$ cat config.mk
export PLATFORM = sky130hd
export DESIGN_NAME = clock_prescaler_divider_search_top
export DESIGN_NICKNAME = d
export VERILOG_FILES = /design/src/sv/cps_pkg.sv /design/src/sv/clock_prescaler_divider_search_top.sv /design/src/sv/cps_divider.sv
export SDC_FILE = /design/constraint.sdc
export NUM_CORES = 1
export LEC_CHECK = 0
export ABC_AREA = 1
export BUFFER_PORTS_ARGS = -buffer_cell sky130_fd_sc_hd__buf_2
export CORE_UTILIZATION = 58
export DETAILED_ROUTE_END_ITERATION = 12
export PLACE_DENSITY = 0.85
export SLEW_MARGIN = 20
export SYNTH_ARGS = -nofsm -noshare
export SYNTH_HDL_FRONTEND = slang
export SYNTH_HIERARCHICAL = 1
export SYNTH_SLANG_ARGS = --single-unit
$ cat constraint.sdc
create_clock -name clock -period 5 [get_ports clock]
set_clock_uncertainty 0.1 [all_clocks]
set_input_delay 0.75 -clock clock [delete_from_list [all_inputs] [get_ports clock]]
set_output_delay 0.75 -clock clock [all_outputs]
set_load 0.01 [all_outputs]
$ cat src/sv/cps_pkg.sv
package cps_pkg;

   localparam int RATE_W = 32;            // rate and quotient width
   localparam int DSR_W  = 5;             // divisor width (divider + 1, up to 16)
   localparam int CNT_W  = 6;             // divider step counter width

   localparam logic [CNT_W-1:0] DIV_LAST_STEP = CNT_W'(RATE_W - 1);

   localparam logic [11:0] MAX_PRESCALER = 12'h800;
   localparam logic [3:0]  MAX_DIVIDER   = 4'hF;
   localparam logic [3:0]  FIRST_DIVIDER = 4'h1;

   // prescaler index: 0 -> prescaler 0, k -> prescaler 1 << (k - 1)
   localparam logic [3:0]  PRE_IDX_NONE  = 4'd13;
   localparam logic [3:0]  PRE_IDX_ZERO  = 4'd0;

   typedef enum logic [1:0] {
      ST_IDLE,
      ST_DIVIDE,
      ST_SCAN,
      ST_FINISH
   } state_type;

endpackage

$ cat src/sv/clock_prescaler_divider_search_top.sv
// Card clock prescaler/divider search.
// Request channel (req_*): one beat carries the requested card clock in hertz
// (an upper limit). Response channel (rsp_*): one beat per request with the
// chosen prescaler, divider, packed rate word and a no-fit flag in tuser.
// csr_we/csr_wdata load the source clock rate; write it only while idle.
// For each divider 1..15 a serial divider forms clk/(divider+1), and
// then a shift-and-compare scan walks the prescaler steps 0,1,2,4..2048 that
// could still beat the best pair so far (one step per cycle, at most 13).
// The search ends early once a pair at prescaler 0 is found.
// The search is shortest when the first divider fits at prescaler 0 and
// longest when it runs over all fifteen dividers; the result is then
// loaded into the response register.
// One request at a time: req_tready is high only while the engine is idle.
// The response sits in an output register, so a new request is taken while
// a finished response waits; if the receiver stalls and a second search
// completes, that search holds its result until the register frees up.
// Reset (synchronous, active high) clears the source clock rate to 0, the
// sequencer and the response valid.
module clock_prescaler_divider_search_top (
   input  logic        clock,
   input  logic        reset,
   // request: [31:0] target_rate
   input  logic        req_tvalid,
   output logic        req_tready,
   input  logic [31:0] req_tdata,
   // response: [11:0] prescaler_value, [15:12] divider_value, [31:16] rate_word
   output logic        rsp_tvalid,
   input  logic        rsp_tready,
   output logic [31:0] rsp_tdata,
   // response: [0] no_fit
   output logic        rsp_tuser,
   // source clock rate register
   input  logic        csr_we,
   input  logic [31:0] csr_wdata
);

   cps_pkg::state_type          state_ff, state_in;
   logic [cps_pkg::RATE_W-1:0]  clk_rate_ff, clk_rate_in;
   logic [cps_pkg::RATE_W-1:0]  target_ff, target_in;
   logic [cps_pkg::RATE_W-1:0]  cand_ff, cand_in;     // quotient, shifted per step
   logic [3:0]                  d_ff, d_in;           // current divider
   logic [3:0]                  k_ff, k_in;           // current prescaler index
   logic [3:0]                  best_k_ff, best_k_in;
   logic [3:0]                  best_d_ff, best_d_in;
   logic                        rsp_valid_ff, rsp_valid_in;
   logic [31:0]                 rsp_data_ff, rsp_data_in;
   logic                        rsp_user_ff, rsp_user_in;

   logic                        div_start;
   logic                        div_done;
   logic [cps_pkg::RATE_W-1:0]  div_q;
   logic [cps_pkg::DSR_W-1:0]   divisor;

   logic                        no_fit;
   logic [11:0]                 pre_val;
   logic [3:0]                  div_val;
   logic                        load_rsp;

   // divisor follows the divider value being set up this cycle
   assign divisor = {1'b0, d_in} + 1'b1;

   cps_divider u_divider (
      .clock    (clock),
      .reset    (reset),
      .start    (div_start),
      .dividend (clk_rate_ff),
      .divisor  (divisor),
      .done     (div_done),
      .quotient (div_q)
   );

   // result from the best pair; saturate when nothing fit
   always_comb begin
      no_fit = (best_k_ff == cps_pkg::PRE_IDX_NONE);
      if (no_fit) begin
         pre_val = cps_pkg::MAX_PRESCALER;
         div_val = cps_pkg::MAX_DIVIDER;
      end else begin
         pre_val = (best_k_ff == cps_pkg::PRE_IDX_ZERO) ? 12'd0
                 : (12'd1 << (best_k_ff - 4'd1));
         div_val = best_d_ff;
      end
   end

   always_comb begin
      state_in     = state_ff;
      clk_rate_in  = csr_we ? csr_wdata : clk_rate_ff;
      target_in    = target_ff;
      cand_in      = cand_ff;
      d_in         = d_ff;
      k_in         = k_ff;
      best_k_in    = best_k_ff;
      best_d_in    = best_d_ff;
      div_start    = 1'b0;
      load_rsp     = 1'b0;
      req_tready   = 1'b0;

      case (state_ff)
         cps_pkg::ST_IDLE: begin
            req_tready = 1'b1;
            if (req_tvalid) begin
               target_in = req_tdata;
               d_in      = cps_pkg::FIRST_DIVIDER;
               best_k_in = cps_pkg::PRE_IDX_NONE;
               best_d_in = cps_pkg::MAX_DIVIDER;
               div_start = 1'b1;
               state_in  = cps_pkg::ST_DIVIDE;
            end
         end
         cps_pkg::ST_DIVIDE: begin
            if (div_done) begin
               cand_in  = div_q;
               k_in     = cps_pkg::PRE_IDX_ZERO;
               state_in = cps_pkg::ST_SCAN;
            end
         end
         cps_pkg::ST_SCAN: begin
            if (k_ff < best_k_ff && cand_ff > target_ff) begin
               // next prescaler step halves the rate again
               k_in    = k_ff + 4'd1;
               cand_in = cand_ff >> 1;
            end else begin
               if (k_ff < best_k_ff) begin
                  best_k_in = k_ff;
                  best_d_in = d_ff;
               end
               if (d_ff == cps_pkg::MAX_DIVIDER || best_k_in == cps_pkg::PRE_IDX_ZERO) begin
                  state_in = cps_pkg::ST_FINISH;
               end else begin
                  d_in      = d_ff + 4'd1;
                  div_start = 1'b1;
                  state_in  = cps_pkg::ST_DIVIDE;
               end
            end
         end
         cps_pkg::ST_FINISH: begin
            if (!rsp_valid_ff || rsp_tready) begin
               load_rsp = 1'b1;
               state_in = cps_pkg::ST_IDLE;
            end
         end
         default: begin
            state_in = cps_pkg::ST_IDLE;
         end
      endcase
   end

   // output register
   always_comb begin
      rsp_valid_in = rsp_valid_ff;
      rsp_data_in  = rsp_data_ff;
      rsp_user_in  = rsp_user_ff;
      if (load_rsp) begin
         rsp_valid_in = 1'b1;
         rsp_data_in  = {pre_val, div_val, div_val, pre_val};
         rsp_user_in  = no_fit;
      end else if (rsp_tready) begin
         rsp_valid_in = 1'b0;
      end
   end

   always_ff @(posedge clock) begin
      if (reset) begin
         state_ff     <= cps_pkg::ST_IDLE;
         clk_rate_ff  <= '0;
         rsp_valid_ff <= 1'b0;
         best_k_ff    <= cps_pkg::PRE_IDX_NONE;
      end else begin
         state_ff     <= state_in;
         clk_rate_ff  <= clk_rate_in;
         rsp_valid_ff <= rsp_valid_in;
         best_k_ff    <= best_k_in;
      end
      target_ff   <= target_in;
      cand_ff     <= cand_in;
      d_ff        <= d_in;
      k_ff        <= k_in;
      best_d_ff   <= best_d_in;
      rsp_data_ff <= rsp_data_in;
      rsp_user_ff <= rsp_user_in;
   end

   assign rsp_tvalid = rsp_valid_ff;
   assign rsp_tdata  = rsp_data_ff;
   assign rsp_tuser  = rsp_user_ff;

   // divider only finishes while the sequencer waits for it
   a_div_done_state: assert property (@(posedge clock) disable iff (reset)
      div_done |-> state_ff == cps_pkg::ST_DIVIDE)
      else $error("divider done outside divide state");

   // best prescaler index stays within the step range
   a_best_k_range: assert property (@(posedge clock) disable iff (reset)
      best_k_ff <= cps_pkg::PRE_IDX_NONE)
      else $error("best prescaler index out of range");

   // prescaler is zero or a single power of two
   a_pre_onehot: assert property (@(posedge clock) disable iff (reset)
      rsp_valid_ff |-> $onehot0(rsp_data_ff[11:0]))
      else $error("prescaler not zero or power of two");

   // saturated setting goes with the no-fit flag
   a_no_fit_sat: assert property (@(posedge clock) disable iff (reset)
      (rsp_valid_ff && rsp_user_ff) |->
         (rsp_data_ff[11:0] == cps_pkg::MAX_PRESCALER &&
          rsp_data_ff[15:12] == cps_pkg::MAX_DIVIDER))
      else $error("no-fit response without saturated setting");

   // a new response is only loaded into a free or draining register
   a_load_free: assert property (@(posedge clock) disable iff (reset)
      load_rsp |-> (!rsp_valid_ff || rsp_tready))
      else $error("response overwritten");

endmodule

$ cat src/sv/cps_divider.sv
// Serial restoring divider: one quotient bit per cycle, small divisor.
module cps_divider (
   input  logic                              clock,
   input  logic                              reset,
   input  logic                              start,
   input  logic [cps_pkg::RATE_W-1:0]        dividend,
   input  logic [cps_pkg::DSR_W-1:0]         divisor,
   output logic                              done,
   output logic [cps_pkg::RATE_W-1:0]        quotient
);

   logic                             busy_ff, busy_in;
   logic                             done_ff, done_in;
   logic [cps_pkg::CNT_W-1:0]        count_ff, count_in;
   logic [cps_pkg::RATE_W-1:0]       shift_ff, shift_in;
   logic [cps_pkg::DSR_W-1:0]        rem_ff, rem_in;
   logic [cps_pkg::DSR_W-1:0]        dsr_ff, dsr_in;
   logic [cps_pkg::DSR_W:0]          trial;
   logic [cps_pkg::DSR_W:0]          diff;
   logic                             fits;

   assign trial = {rem_ff, shift_ff[cps_pkg::RATE_W-1]};
   assign fits  = (trial >= {1'b0, dsr_ff});
   assign diff  = trial - {1'b0, dsr_ff};

   always_comb begin
      busy_in  = busy_ff;
      done_in  = 1'b0;
      count_in = count_ff;
      shift_in = shift_ff;
      rem_in   = rem_ff;
      dsr_in   = dsr_ff;
      if (start) begin
         busy_in  = 1'b1;
         count_in = '0;
         shift_in = dividend;
         rem_in   = '0;
         dsr_in   = divisor;
      end else if (busy_ff) begin
         shift_in = {shift_ff[cps_pkg::RATE_W-2:0], fits};
         rem_in   = fits ? diff[cps_pkg::DSR_W-1:0] : trial[cps_pkg::DSR_W-1:0];
         count_in = count_ff + 1'b1;
         if (count_ff == cps_pkg::DIV_LAST_STEP) begin
            busy_in = 1'b0;
            done_in = 1'b1;
         end
      end
   end

   always_ff @(posedge clock) begin
      if (reset) begin
         busy_ff  <= 1'b0;
         done_ff  <= 1'b0;
         count_ff <= '0;
      end else begin
         busy_ff  <= busy_in;
         done_ff  <= done_in;
         count_ff <= count_in;
      end
      shift_ff <= shift_in;
      rem_ff   <= rem_in;
      dsr_ff   <= dsr_in;
   end

   assign done     = done_ff;
   assign quotient = shift_ff;

endmodule

==> results.sh <==
export IMPL_outcome="completed"
export IMPL_synth_area_leaders="edfxtp_1, dfxtp_1, nand2_1, ha_1, nor2_1"
export IMPL_rsz0062_at_grt="false"
export IMPL_grt_use_met1=0.318
export IMPL_final_area_um2=9710
export IMPL_cts_root_buffer="clkbuf_16"
export IMPL_num_vias=6441
export IMPL_crit_type="flip-flop to flip-flop"
export IMPL_synthCells=926
export IMPL_crit_arrival_ns=3.72
export IMPL_yosysTopAreaCell="edfxtp_1"
export IMPL_hold_path_class="flip-flop to flip-flop"
export IMPL_path_clk_slew_ns=0.07
export IMPL_p_per_area_nw_per_um2=478
export IMPL_area_delta_synth_final_pct=13.3
export IMPL_yosysTopAreaCellShare=0.442
export IMPL_nNetsFinal=1128
export IMPL_ys_seq_elements=182
export IMPL_worstHoldPathCells=2
export IMPL_most_common_layout_cells="nand2_1, edfxtp_1, nor2_1, buf_2, inv_1"
export IMPL_tightestPinTransition_ns=0.990
export IMPL_htreeDepth=4
export IMPL_cts_buffers_inserted=17
export IMPL_hpwl_um=11900
export IMPL_ios=104
export IMPL_ff2ff_setup_slack_ns=1.33
export IMPL_antenna_found_initial=0
export IMPL_clock_latency_ns=0.44
export IMPL_wirelength_um=17200
export IMPL_max_freq_mhz=273
export IMPL_post_drt_via_cell_ratio=5.31
export IMPL_drc=0
export IMPL_finalCritPeriodShare=0.733
export IMPL_first_iter_violations=544
export IMPL_drive_above_1_share=0.173
export IMPL_leakage_nw=4.47
export IMPL_yosysSeqAreaShare=0.572
export IMPL_cts_sinks=182
export IMPL_routabilityCongestion=0.898
export IMPL_cts_tree="yes"
export IMPL_start_util=0.592
export IMPL_required_ns=5.06
export IMPL_die_x_um=124
export IMPL_nFillCells=1076
export IMPL_portBuffers=103
export IMPL_final_cells=1212
export IMPL_drv_cap=0
export IMPL_ir_worst_vdd_mv=0.286
export IMPL_synth_area_um2=8570
export IMPL_maxSlewViolCount=0
export IMPL_grt_usage=0.245
export IMPL_grt_max_degree=47
export IMPL_setup_violations=0
export IMPL_hold_viol=0
export IMPL_multi_input_area_um2=3100
export IMPL_grt_pass1_wl_um=27900
export IMPL_fin_crit_ns=3.67
export IMPL_firstDrtPassIters=5
export IMPL_netlist_cell_type_count=40
export IMPL_cts_resized=0
export IMPL_relSlewSlack=0.339
export IMPL_dpl_cell_count=1180
export IMPL_met3_usage=0.0558
export IMPL_grt_busiest_layer="met2"
export IMPL_n_antenna_cell=0
export IMPL_coreArea_um2=14500
export IMPL_grt_pass1_vias=5960
export IMPL_ant_nets=0
export IMPL_grt_overflow=0
export IMPL_use_met2=0.388
export IMPL_regArea_um2=4900
export IMPL_worst_setup_path_end_kind="flip-flop"
export IMPL_synth_nets=1039
export IMPL_place_area_um2=9160
export IMPL_worstPathMaxFanout=40
export IMPL_die_h_um=124
export IMPL_clk_path_buf_depth=2
export IMPL_tns_ns=0
export IMPL_layout_commonest_cell="nand2_1"
export IMPL_cts_setup_buffers=0
export IMPL_cp_start_kind="flip-flop"
export IMPL_ff2ff_path_depth=15
export IMPL_ctsHoldBuffers=0
export IMPL_yosys_warnings=6
export IMPL_syn_area_per_cell_um2=9.25
export IMPL_num_rows=44
export IMPL_die_area_um2=15300
export IMPL_routedWlPerCell_um=14.2
==> where the power goes <==
part           switching, mW  internal [mW]
combinational          0.798          0.403
sequential             0.168           2.00
clock                  0.581          0.689
total                   1.55           3.09
==> through the flow <==
step	hold slack [ns]	total power, mW	setup slack (ns)	utilization
2_1_floorplan	0.328	3.04	0.773	-
4_1_cts	0.356	4.64	1.37	0.671
5_1_grt	0.365	4.90	1.04	0.671
3_3_place_gp	0.344	3.29	1.50	0.632
3_5_place_dp	0.341	3.35	1.39	0.632
6_report	0.356	4.64	1.33	0.671
==> cells in the mapped netlist, drive strengths merged <==
library cell,instances
nand2,308
edfxtp,126
nor2,117
inv,91
dfxtp,56
ha,43
o21ai,42
nand3,37
a21oi,27
buf,23
clkbuf,17
nor3,10
or2,6
nand4,4
a31oi,3
nand3b,3
o211ai,3
clkinv,2
xnor2,2
a21o,1
a41oi,1
and2,1
fa,1
o21a,1
xor2,1
==> path summary, 6_finish.rpt <==
kind / startpoint / to
hold reg to reg: u_divider/rem_ff[4] / u_divider/rem_ff[4]
setup reg to reg: best_k_ff[3] / u_divider/quotient[0]
setup / recovery: best_k_ff[3] / u_divider/quotient[0]
hold / removal: u_divider/rem_ff[4] / u_divider/rem_ff[4]
==> registers in the layout, indices dropped and copies added, names as in the netlist, 2 cells and up <==
signal,count
rsp_tdata,16
k_ff,4
u_divider/quotient,32
d_ff,4
u_divider/count_ff,6
clk_rate_ff,32
u_divider/rem_ff,5
state_ff,2
best_k_ff,4
u_divider/dsr_ff,5
best_d_ff,4
target_ff,32
cand_ff,32
==> cell families after synthesis <==
group           count (synthesis)  share of synthesized area
simple gates                  486                      0.243
fa+ha+maj                      44                     0.0651
compound gates                 78                     0.0501
xor+xnor                        3                    0.00307
flops                         182                      0.572
buf+inv                       133                     0.0667
==> worst max-delay path: stages, from the launching register on <==
cell and delay, ns:
dfxtp_1 0.41, clkinv_1 0.23, ha_1 0.39, a21oi_4 0.28, nand2_4 0.12, nand2_1 0.09, nand2_1 0.06, nand2_1 0.07
nor2_2 0.05, nor2_4 0.11, nand3_1 0.13, nand2_1 0.13, buf_4 0.40, inv_1 0.54, nor2_1 0.22, a31oi_1 0.05
==> per-layer routing <==
metal  part of all wire  wire length, um
met5                  0                0
met4              0.035              600
met3              0.070             1200
met2               0.47             8140
met1               0.42             7240
==> area by class of cell <==
class                   instances  share of cell area
clock buffers                  18              0.0442
clock inverters                14              0.0130
inverters                      93              0.0359
multi-input cells             611               0.320
flip-flops and latches        182               0.505
well taps                     184              0.0237
repair buffers                110              0.0585
Note: power is estimated with default switching activity, not from simulation.
